--- config.mk ---
export PLATFORM = sky130hd
export DESIGN_NAME = nearest_point_to_line_core
export DESIGN_NICKNAME = d
export VERILOG_FILES = /design/src/rtl/core/npl_pkg.sv /design/src/rtl/core/npl_ctrl.sv /design/src/rtl/core/npl_datapath.sv /design/src/rtl/core/nearest_point_to_line_core.sv
export VERILOG_INCLUDE_DIRS = /design/src /design/src/rtl/core
export SDC_FILE = /design/constraint.sdc
export NUM_CORES = 2
export LEC_CHECK = 0
export ABC_AREA = 1
export BUFFER_PORTS_ARGS = -buffer_cell sky130_fd_sc_hd__buf_2
export CORE_MARGIN = 2
export CORE_UTILIZATION = 59
export CTS_CLUSTER_DIAMETER = 200
export DETAILED_ROUTE_END_ITERATION = 10
export GPL_TIMING_DRIVEN = 1
export PLACE_DENSITY = 0.78
export SLEW_MARGIN = 15
export SYNTH_ARGS = -nofsm -noshare
export SYNTH_HDL_FRONTEND = slang
export SYNTH_SLANG_ARGS = --single-unit
--- constraint.sdc ---
create_clock -name clk_i -period 9.89 [get_ports clk_i]
set_input_delay 0.4945 -clock clk_i [delete_from_list [all_inputs] [get_ports clk_i]]
set_output_delay 0.4945 -clock clk_i [all_outputs]
set_load 0.01 [all_outputs]
--- src/rtl/core/nearest_point_to_line_core_assert.svh ---
// Assertion macros for the nearest-point-to-line core.
// Each macro expects clk_i and rst_ni to be visible where it is used.
`ifndef NEAREST_POINT_TO_LINE_CORE_ASSERT_SVH
`define NEAREST_POINT_TO_LINE_CORE_ASSERT_SVH

// The consequent must hold in the same cycle as the antecedent.
`define NPL_ASSERT_SAME(lbl, ante, cons, msg) \
  lbl: assert property (@(posedge clk_i) disable iff (!rst_ni) (ante) |-> (cons)) \
    else $error(msg);

// The consequent must hold in the cycle after the antecedent.
`define NPL_ASSERT_NEXT(lbl, ante, cons, msg) \
  lbl: assert property (@(posedge clk_i) disable iff (!rst_ni) (ante) |=> (cons)) \
    else $error(msg);

`endif

--- src/rtl/core/npl_pkg.sv ---
// Shared types and constants of the nearest-point-to-line core.
// Used by the controller, the datapath and the top level; no dependencies.
package npl_pkg;

  localparam int SCORE_BITS = 62;
  localparam int MUL_W      = 32;
  localparam int ADDR_W     = 5;
  localparam int REG_IDX_W  = 3;

  localparam logic [REG_IDX_W-1:0] REG_START_X = 3'd0;
  localparam logic [REG_IDX_W-1:0] REG_START_Y = 3'd1;
  localparam logic [REG_IDX_W-1:0] REG_START_Z = 3'd2;
  localparam logic [REG_IDX_W-1:0] REG_END_X   = 3'd3;
  localparam logic [REG_IDX_W-1:0] REG_END_Y   = 3'd4;
  localparam logic [REG_IDX_W-1:0] REG_END_Z   = 3'd5;

  typedef enum logic [3:0] {
    MUL_VY_DZ,
    MUL_VZ_DY,
    MUL_VZ_DX,
    MUL_VX_DZ,
    MUL_VX_DY,
    MUL_VY_DX,
    MUL_SQ_X,
    MUL_SQ_Y,
    MUL_SQ_Z
  } mul_sel_e;

  typedef enum logic [3:0] {
    ACC_NONE,
    ACC_CX_SET,
    ACC_CX_SUB,
    ACC_CY_SET,
    ACC_CY_SUB,
    ACC_CZ_SET,
    ACC_CZ_SUB,
    ACC_SC_SET,
    ACC_SC_ADD
  } acc_sel_e;

  typedef enum logic [2:0] {
    ST_IDLE   = 3'b001,
    ST_CALC   = 3'b010,
    ST_FINISH = 3'b100
  } npl_state_e;

  typedef struct packed {
    logic     load;
    logic     mul_en;
    mul_sel_e mul_sel;
    acc_sel_e acc_sel;
    logic     update;
  } npl_cmd_t;

  typedef struct packed {
    logic last;
    logic out_busy;
  } npl_status_t;

endpackage

--- src/rtl/core/npl_ctrl.sv ---
// Sequencer of the nearest-point-to-line core: steps the shared multiplier
// through six cross products and three squares per point. Depends on npl_pkg.
module npl_ctrl
  import npl_pkg::*;
(
  input  logic        clk_i,
  input  logic        rst_ni,
  input  logic        in_valid_i,
  output logic        in_stall_o,
  input  npl_status_t status_i,
  output npl_cmd_t    cmd_o
);

  localparam logic [3:0] LAST_STEP = 4'd9;

  npl_state_e state_q, state_d;
  logic [3:0] step_q, step_d;

  assign in_stall_o = (state_q != ST_IDLE);

  always_comb begin
    state_d        = state_q;
    step_d         = step_q;
    cmd_o.load     = 1'b0;
    cmd_o.mul_en   = 1'b0;
    cmd_o.mul_sel  = MUL_VY_DZ;
    cmd_o.acc_sel  = ACC_NONE;
    cmd_o.update   = 1'b0;
    unique case (state_q)
      ST_IDLE: begin
        if (in_valid_i) begin
          cmd_o.load = 1'b1;
          step_d     = '0;
          state_d    = ST_CALC;
        end
      end
      ST_CALC: begin
        // The product of step n is folded into the sums at step n+1.
        cmd_o.mul_en = (step_q < LAST_STEP);
        unique case (step_q)
          4'd0: cmd_o.mul_sel = MUL_VY_DZ;
          4'd1: begin
            cmd_o.mul_sel = MUL_VZ_DY;
            cmd_o.acc_sel = ACC_CX_SET;
          end
          4'd2: begin
            cmd_o.mul_sel = MUL_VZ_DX;
            cmd_o.acc_sel = ACC_CX_SUB;
          end
          4'd3: begin
            cmd_o.mul_sel = MUL_VX_DZ;
            cmd_o.acc_sel = ACC_CY_SET;
          end
          4'd4: begin
            cmd_o.mul_sel = MUL_VX_DY;
            cmd_o.acc_sel = ACC_CY_SUB;
          end
          4'd5: begin
            cmd_o.mul_sel = MUL_VY_DX;
            cmd_o.acc_sel = ACC_CZ_SET;
          end
          4'd6: begin
            cmd_o.mul_sel = MUL_SQ_X;
            cmd_o.acc_sel = ACC_CZ_SUB;
          end
          4'd7: begin
            cmd_o.mul_sel = MUL_SQ_Y;
            cmd_o.acc_sel = ACC_SC_SET;
          end
          4'd8: begin
            cmd_o.mul_sel = MUL_SQ_Z;
            cmd_o.acc_sel = ACC_SC_ADD;
          end
          4'd9: cmd_o.acc_sel = ACC_SC_ADD;
          default: cmd_o.acc_sel = ACC_NONE;
        endcase
        if (step_q == LAST_STEP) begin
          state_d = ST_FINISH;
        end else begin
          step_d = step_q + 4'd1;
        end
      end
      ST_FINISH: begin
        // A closing point must not overwrite a result that is still waiting.
        if (!(status_i.last && status_i.out_busy)) begin
          cmd_o.update = 1'b1;
          state_d      = ST_IDLE;
        end
      end
      default: state_d = ST_IDLE;
    endcase
  end

  always_ff @(posedge clk_i or negedge rst_ni) begin
    if (!rst_ni) begin
      state_q <= ST_IDLE;
      step_q  <= '0;
    end else begin
      state_q <= state_d;
      step_q  <= step_d;
    end
  end

endmodule

--- src/rtl/core/npl_datapath.sv ---
// Datapath of the nearest-point-to-line core: offsets, one shared 32x32
// multiplier, cross-product and score sums, best-point store and result beat.
// Depends on npl_pkg and is driven by npl_ctrl.
module npl_datapath
  import npl_pkg::*;
#(
  parameter int COORD_BITS = 14
) (
  input  logic                         clk_i,
  input  logic                         rst_ni,
  input  npl_cmd_t                     cmd_i,
  output npl_status_t                  status_o,
  input  logic signed [COORD_BITS-1:0] start_x_i,
  input  logic signed [COORD_BITS-1:0] start_y_i,
  input  logic signed [COORD_BITS-1:0] start_z_i,
  input  logic signed [COORD_BITS-1:0] end_x_i,
  input  logic signed [COORD_BITS-1:0] end_y_i,
  input  logic signed [COORD_BITS-1:0] end_z_i,
  input  logic signed [COORD_BITS-1:0] point_x_i,
  input  logic signed [COORD_BITS-1:0] point_y_i,
  input  logic signed [COORD_BITS-1:0] point_z_i,
  input  logic                         last_point_i,
  input  logic                         out_stall_i,
  output logic                         out_valid_o,
  output logic signed [COORD_BITS-1:0] nearest_x_o,
  output logic signed [COORD_BITS-1:0] nearest_y_o,
  output logic signed [COORD_BITS-1:0] nearest_z_o,
  output logic [SCORE_BITS-1:0]        best_score_o
);

  localparam int VW = COORD_BITS + 1;      // point or line offset
  localparam int XW = 2 * COORD_BITS + 3;  // cross-product component

  logic signed [COORD_BITS-1:0] px_q, py_q, pz_q;
  logic                         last_q;
  logic signed [VW-1:0]         vx_q, vy_q, vz_q;
  logic signed [VW-1:0]         dx, dy, dz;
  logic signed [MUL_W-1:0]      vx_e, vy_e, vz_e, dx_e, dy_e, dz_e;
  logic signed [MUL_W-1:0]      mul_a, mul_b;
  logic                         mul_sat;
  logic signed [2*MUL_W-1:0]    prod_q;
  logic                         prod_sat_q;
  logic signed [XW-1:0]         cx_q, cy_q, cz_q, csel;
  logic [XW-1:0]                mag;
  logic [2*MUL_W-1:0]           mag_e;
  logic [SCORE_BITS-1:0]        score_q, addend;
  logic [SCORE_BITS:0]          sum;
  logic [SCORE_BITS-1:0]        best_q;
  logic signed [COORD_BITS-1:0] bx_q, by_q, bz_q;
  logic                         have_best_q;
  logic                         take;
  logic [SCORE_BITS-1:0]        new_best;
  logic signed [COORD_BITS-1:0] new_bx, new_by, new_bz;
  logic                         out_valid_q;

  assign dx = {end_x_i[COORD_BITS-1], end_x_i} - {start_x_i[COORD_BITS-1], start_x_i};
  assign dy = {end_y_i[COORD_BITS-1], end_y_i} - {start_y_i[COORD_BITS-1], start_y_i};
  assign dz = {end_z_i[COORD_BITS-1], end_z_i} - {start_z_i[COORD_BITS-1], start_z_i};

  assign vx_e = {{(MUL_W-VW){vx_q[VW-1]}}, vx_q};
  assign vy_e = {{(MUL_W-VW){vy_q[VW-1]}}, vy_q};
  assign vz_e = {{(MUL_W-VW){vz_q[VW-1]}}, vz_q};
  assign dx_e = {{(MUL_W-VW){dx[VW-1]}}, dx};
  assign dy_e = {{(MUL_W-VW){dy[VW-1]}}, dy};
  assign dz_e = {{(MUL_W-VW){dz[VW-1]}}, dz};

  // Magnitude of the component being squared; at or above 2^31 the square
  // saturates the score.
  always_comb begin
    unique case (cmd_i.mul_sel)
      MUL_SQ_Y: csel = cy_q;
      MUL_SQ_Z: csel = cz_q;
      default:  csel = cx_q;
    endcase
  end
  assign mag   = csel[XW-1] ? XW'(-csel) : XW'(csel);
  assign mag_e = (2*MUL_W)'(mag);

  always_comb begin
    mul_sat = 1'b0;
    unique case (cmd_i.mul_sel)
      MUL_VY_DZ: begin mul_a = vy_e; mul_b = dz_e; end
      MUL_VZ_DY: begin mul_a = vz_e; mul_b = dy_e; end
      MUL_VZ_DX: begin mul_a = vz_e; mul_b = dx_e; end
      MUL_VX_DZ: begin mul_a = vx_e; mul_b = dz_e; end
      MUL_VX_DY: begin mul_a = vx_e; mul_b = dy_e; end
      MUL_VY_DX: begin mul_a = vy_e; mul_b = dx_e; end
      MUL_SQ_X, MUL_SQ_Y, MUL_SQ_Z: begin
        mul_a   = {1'b0, mag_e[MUL_W-2:0]};
        mul_b   = {1'b0, mag_e[MUL_W-2:0]};
        mul_sat = |mag_e[2*MUL_W-1:MUL_W-1];
      end
      default: begin mul_a = '0; mul_b = '0; end
    endcase
  end

  assign addend = prod_sat_q ? {SCORE_BITS{1'b1}} : prod_q[SCORE_BITS-1:0];
  assign sum    = {1'b0, score_q} + {1'b0, addend};

  always_ff @(posedge clk_i) begin
    if (cmd_i.load) begin
      px_q   <= point_x_i;
      py_q   <= point_y_i;
      pz_q   <= point_z_i;
      last_q <= last_point_i;
      vx_q   <= {point_x_i[COORD_BITS-1], point_x_i} - {start_x_i[COORD_BITS-1], start_x_i};
      vy_q   <= {point_y_i[COORD_BITS-1], point_y_i} - {start_y_i[COORD_BITS-1], start_y_i};
      vz_q   <= {point_z_i[COORD_BITS-1], point_z_i} - {start_z_i[COORD_BITS-1], start_z_i};
    end
    if (cmd_i.mul_en) begin
      prod_q     <= mul_a * mul_b;
      prod_sat_q <= mul_sat;
    end
    unique case (cmd_i.acc_sel)
      ACC_CX_SET: cx_q <= prod_q[XW-1:0];
      ACC_CX_SUB: cx_q <= cx_q - prod_q[XW-1:0];
      ACC_CY_SET: cy_q <= prod_q[XW-1:0];
      ACC_CY_SUB: cy_q <= cy_q - prod_q[XW-1:0];
      ACC_CZ_SET: cz_q <= prod_q[XW-1:0];
      ACC_CZ_SUB: cz_q <= cz_q - prod_q[XW-1:0];
      ACC_SC_SET: score_q <= addend;
      ACC_SC_ADD: score_q <= sum[SCORE_BITS] ? {SCORE_BITS{1'b1}} : sum[SCORE_BITS-1:0];
      default: ;
    endcase
  end

  // The first point of a cloud always wins; later ones only on a strictly
  // smaller score.
  assign take     = !have_best_q || (score_q < best_q);
  assign new_best = take ? score_q : best_q;
  assign new_bx   = take ? px_q : bx_q;
  assign new_by   = take ? py_q : by_q;
  assign new_bz   = take ? pz_q : bz_q;

  always_ff @(posedge clk_i) begin
    if (cmd_i.update) begin
      best_q <= new_best;
      bx_q   <= new_bx;
      by_q   <= new_by;
      bz_q   <= new_bz;
      if (last_q) begin
        nearest_x_o  <= new_bx;
        nearest_y_o  <= new_by;
        nearest_z_o  <= new_bz;
        best_score_o <= new_best;
      end
    end
  end

  always_ff @(posedge clk_i or negedge rst_ni) begin
    if (!rst_ni) begin
      have_best_q <= 1'b0;
      out_valid_q <= 1'b0;
    end else begin
      if (cmd_i.update) begin
        have_best_q <= !last_q;
      end
      if (cmd_i.update && last_q) begin
        out_valid_q <= 1'b1;
      end else if (out_valid_q && !out_stall_i) begin
        out_valid_q <= 1'b0;
      end
    end
  end

  assign out_valid_o       = out_valid_q;
  assign status_o.last     = last_q;
  assign status_o.out_busy = out_valid_q && out_stall_i;

endmodule

--- src/rtl/core/nearest_point_to_line_core.sv ---
// A closing point's result beat is registered as the sequencer leaves its finish state.
// The core takes no new point until the last one is through, since the single shared 32x32 multiplier
// forms six cross products and three squares per point in turn.
// A pending result beat does not hold up the next point; only a closing point waits.
// Reset: line registers read zero, the search is cleared and no result is pending.
module nearest_point_to_line_core
  import npl_pkg::*;
#(
  parameter int COORD_BITS = 14
) (
  input  logic                         clk_i,
  input  logic                         rst_ni,
  input  logic                         psel,
  input  logic                         penable,
  input  logic                         pwrite,
  input  logic [ADDR_W-1:0]            paddr,
  input  logic [31:0]                  pwdata,
  output logic [31:0]                  prdata,
  output logic                         pready,
  input  logic                         in_valid_i,
  output logic                         in_stall_o,
  input  logic signed [COORD_BITS-1:0] point_x_i,
  input  logic signed [COORD_BITS-1:0] point_y_i,
  input  logic signed [COORD_BITS-1:0] point_z_i,
  input  logic                         last_point_i,
  output logic                         out_valid_o,
  input  logic                         out_stall_i,
  output logic signed [COORD_BITS-1:0] nearest_x_o,
  output logic signed [COORD_BITS-1:0] nearest_y_o,
  output logic signed [COORD_BITS-1:0] nearest_z_o,
  output logic [SCORE_BITS-1:0]        best_score_o
);

  logic signed [COORD_BITS-1:0] start_x_q, start_y_q, start_z_q;
  logic signed [COORD_BITS-1:0] end_x_q, end_y_q, end_z_q;
  logic signed [COORD_BITS-1:0] rd_val;
  logic [REG_IDX_W-1:0]         reg_idx;
  npl_cmd_t                     cmd;
  npl_status_t                  status;

  assign pready  = 1'b1;
  assign reg_idx = paddr[REG_IDX_W+1:2];

  always_ff @(posedge clk_i or negedge rst_ni) begin
    if (!rst_ni) begin
      start_x_q <= '0;
      start_y_q <= '0;
      start_z_q <= '0;
      end_x_q   <= '0;
      end_y_q   <= '0;
      end_z_q   <= '0;
    end else if (psel && penable && pwrite) begin
      unique case (reg_idx)
        REG_START_X: start_x_q <= pwdata[COORD_BITS-1:0];
        REG_START_Y: start_y_q <= pwdata[COORD_BITS-1:0];
        REG_START_Z: start_z_q <= pwdata[COORD_BITS-1:0];
        REG_END_X:   end_x_q   <= pwdata[COORD_BITS-1:0];
        REG_END_Y:   end_y_q   <= pwdata[COORD_BITS-1:0];
        REG_END_Z:   end_z_q   <= pwdata[COORD_BITS-1:0];
        default: ;
      endcase
    end
  end

  always_comb begin
    unique case (reg_idx)
      REG_START_X: rd_val = start_x_q;
      REG_START_Y: rd_val = start_y_q;
      REG_START_Z: rd_val = start_z_q;
      REG_END_X:   rd_val = end_x_q;
      REG_END_Y:   rd_val = end_y_q;
      REG_END_Z:   rd_val = end_z_q;
      default:     rd_val = '0;
    endcase
  end
  assign prdata = {{(32-COORD_BITS){rd_val[COORD_BITS-1]}}, rd_val};

  npl_ctrl u_ctrl (
    .clk_i      (clk_i),
    .rst_ni     (rst_ni),
    .in_valid_i (in_valid_i),
    .in_stall_o (in_stall_o),
    .status_i   (status),
    .cmd_o      (cmd)
  );

  npl_datapath #(
    .COORD_BITS (COORD_BITS)
  ) u_datapath (
    .clk_i        (clk_i),
    .rst_ni       (rst_ni),
    .cmd_i        (cmd),
    .status_o     (status),
    .start_x_i    (start_x_q),
    .start_y_i    (start_y_q),
    .start_z_i    (start_z_q),
    .end_x_i      (end_x_q),
    .end_y_i      (end_y_q),
    .end_z_i      (end_z_q),
    .point_x_i    (point_x_i),
    .point_y_i    (point_y_i),
    .point_z_i    (point_z_i),
    .last_point_i (last_point_i),
    .out_stall_i  (out_stall_i),
    .out_valid_o  (out_valid_o),
    .nearest_x_o  (nearest_x_o),
    .nearest_y_o  (nearest_y_o),
    .nearest_z_o  (nearest_z_o),
    .best_score_o (best_score_o)
  );

`include "nearest_point_to_line_core_assert.svh"

  `NPL_ASSERT_NEXT(a_busy_after_accept, in_valid_i && !in_stall_o, in_stall_o, "idle after accept")
  `NPL_ASSERT_SAME(a_no_overwrite, cmd.update && status.last, !status.out_busy, "result overwritten")
  `NPL_ASSERT_SAME(a_result_src, $rose(out_valid_o), $past(cmd.update && status.last), "stray result")

endmodule

==> reports/metrics.cfg <==
[routing]
post-route-drc-count = 0
vias = 63100
post_drt_wl_per_cell_um = 21.9
drt_iter0_drc = 6956
drtPass1Iterations = 6
finalWirelength_um = 240000
ant_nets = 0
drt-vias-per-instance = 5.75

[clock_tree]
cts-buffers-inserted = 69
cts_sinks = 606
cts_max_level = 3
tritoncts = yes
insertion_delay_ns = 0.68
clkSlewWorstSetupHoldPaths_ns = 0.06
root_buffer = clkbuf_16
clock_path_buffers = 3

[worst_setup_path]
cp_top_family = adder cells
r2r_cells = 48
path_common_cell = fa_1
cp_num_buf_inv = 10
crit_slowest_cell = fa_2
start_kind = register
crit_required_ns = 10.32
arrival_ns = 10.56
path_class = register to register
end_kind = register
slowest_delay_ns = 0.63
cp_num_cells = 48
worstPathMaxFanout = 8

[sta]
worst_slack_ns = -0.246
setup_viol = 15
max_freq_ghz = 0.0987
fin_crit_ns = 10.14
finalMaxSlewViolations = 0
holdWs_ns = 0.0285
tns_ns = -1.67
worst_pin_slew_ns = 1.14
rsz0062_at_grt = true
skew_ns = 0.0506
post-route-period-util_pct = 102
final_hold_viol_count = 0
slew_headroom_pct = 23.5

[floorplanning]
die_y_um = 356
fp-row-count = 129
num_io_pins = 226
die_area_sq_um = 127000
start_util_pct = 59.3
dieWidth_um = 356
core-area_sq_um = 123000

[finish]
layout-drive-gt1-share_pct = 19.6
multi_input_area_sq_um = 49700
syn2layout_area_growth_pct = 20.0
regArea_sq_um = 17700
final_net_count = 10900
fillCellCount = 8951
stdcell_area_sq_um = 87800

[job]
cap_violations = 0

[logic_synthesis]
synth_edf_count = 513
synth_top_area_share_pct = 29.3
syn_inst = 8379
synth_commonest_cells = inv_1, nand2_1, fa_1, nor2_1, edfxtp_1
syn-num-nets = 10000
avgSynthCellArea_sq_um = 8.73
synth_area_leaders = fa_1, edfxtp_1, inv_1, ha_1, nand2_1
yosysSeqAreaShare_pct = 24.2
ys_types = 63
synth_area_leader_cell = fa_1
yosysWarnings = 0
syn_area_sq_um = 73200
async_flop_share_pct = 15.3
synth_seq_cells = 606
yosys.cell_count.top_type = inv_1
synthFlopType = edfxtp_1

[placed_design]
dp_hpwl_um = 194000
dpl_cell_area_sq_um = 81700
place_congestion = 1.03
numPortBuffers = 204

[min_path]
hold_path_class = input pin to register
min_path_cells = 1

[status]
violations = negative setup slack
status = complete, but fails checks

[global_route]
grt_overflow = 0
grt.total_usage_pct = 37.4
grt_pass1_vias = 64500
grt_pass1_wl_um = 363000
grt_max_degree = 86
grt_antenna_before_repair = 7

## metrics by stage
step                      util (%)  setup WS [ns]  instances
after floorplan                  -         0.0181       8379
after global placement        66.3         -0.394      10700
after detailed placement      66.3         -0.626      10700
after CTS                     68.6        -0.0193      10900
after global routing          71.2         -0.521      11000
final                         71.2         -0.246      11000
## final cells by class
cell class	instances	area share (%)
multi-input combinational	5659	56.7
sequential	606	20.2
timing repair buffer	1075	10.0
inverter	1869	8.07
tap	1637	2.33
clock buffer	87	2.14
clock inverter	39	0.526
antenna	5	0.0143
## cell families (layout without fill, tap and decap cells)
family,count (synthesis),in the layout,synth area share (%)
simple gates,2618,2618,14.4
buf+inv,2114,3070,11.1
fa+ha+maj,1557,1557,37.6
compound gates,1214,1214,9.38
flops,606,606,24.2
xor+xnor,269,269,3.23
other cells,1,6,0.00513
## cells in the final DEF, fill, tap and decap left out, drive strengths merged, types with 8 or more instances in the layout
| cell type | synthesis | layout |
|---|---|---|
| xor2 | 155 | 155 |
| or2 | 27 | 27 |
| nand3 | 182 | 182 |
| a22oi | 40 | 40 |
| nor3 | 51 | 51 |
| clkinv | 7 | 31 |
| a221oi | 24 | 24 |
| and3 | 8 | 8 |
| dfrtp | 92 | 92 |
| nand4 | 28 | 28 |
| inv | 1862 | 1863 |
| a21oi | 495 | 495 |
| a31oi | 52 | 52 |
| o21ai | 423 | 423 |
| edfxtp | 513 | 513 |
| o22ai | 11 | 11 |
| o21bai | 13 | 13 |
| nor4 | 21 | 21 |
| nand2 | 1612 | 1612 |
| xnor2 | 114 | 114 |
| fa | 1072 | 1072 |
| o221ai | 17 | 17 |
| buf | 110 | 1070 |
| a21o | 22 | 22 |
| o31ai | 9 | 9 |
| o21a | 23 | 23 |
| ha | 485 | 485 |
| clkbuf | 135 | 91 |
| nand3b | 11 | 11 |
| o211ai | 23 | 23 |
| a22o | 13 | 13 |
| a211oi | 13 | 13 |
| a21boi | 18 | 18 |
| nor2 | 674 | 674 |
## layer usage
metal  GRT usage, %  share of wire, %
met5              0             0.016
met4           14.3               5.1
met3           9.29                11
met2           59.3                45
met1           49.8                38
## final timing paths
kind                                        from               endpoint  slack (ns)
worst min-delay path                last_point_i      u_datapath.last_q        0.03
worst max register to register  u_ctrl.step_q[1]  u_datapath.prod_q[52]       -0.25
max in group asynchronous                 rst_ni       u_ctrl.step_q[0]        8.34
min in group asynchronous                 rst_ni           start_z_q[7]        0.39
worst max-delay path            u_ctrl.step_q[1]  u_datapath.prod_q[52]       -0.25
worst min register to register      start_y_q[4]           start_y_q[4]        0.49
## repair_timing
action                                  CTS  global route
endpoints found under the setup margin   37            41
pin swaps                                21           230
resized for setup                       124           626
hold buffers                              1             0
endpoints found under the hold margin    47             0
gates cloned                              0             6
buffers inserted                         10            85
## flip-flops by register name (all words and copies together) (netlist names), 31 cells and up
signal and flops:
u_datapath.best_q 62, u_datapath.best_score_o 62, u_datapath.cx_q 31, u_datapath.cy_q 31, u_datapath.cz_q 31, u_datapath.prod_q 62
u_datapath.score_q 62
## worst register-to-register path, delay by kind of cell, from the launching register on
family | cells | cell delay (ns)
flops | 1 | 0.46
fa+ha+maj | 11 | 4.94
buf+inv | 10 | 1.10
xor+xnor | 1 | 0.11
simple gates | 21 | 2.59
compound gates | 5 | 0.70
Power is not shown: default switching activity piles up to over one toggle a cycle in this logic, so the estimate is an artifact.
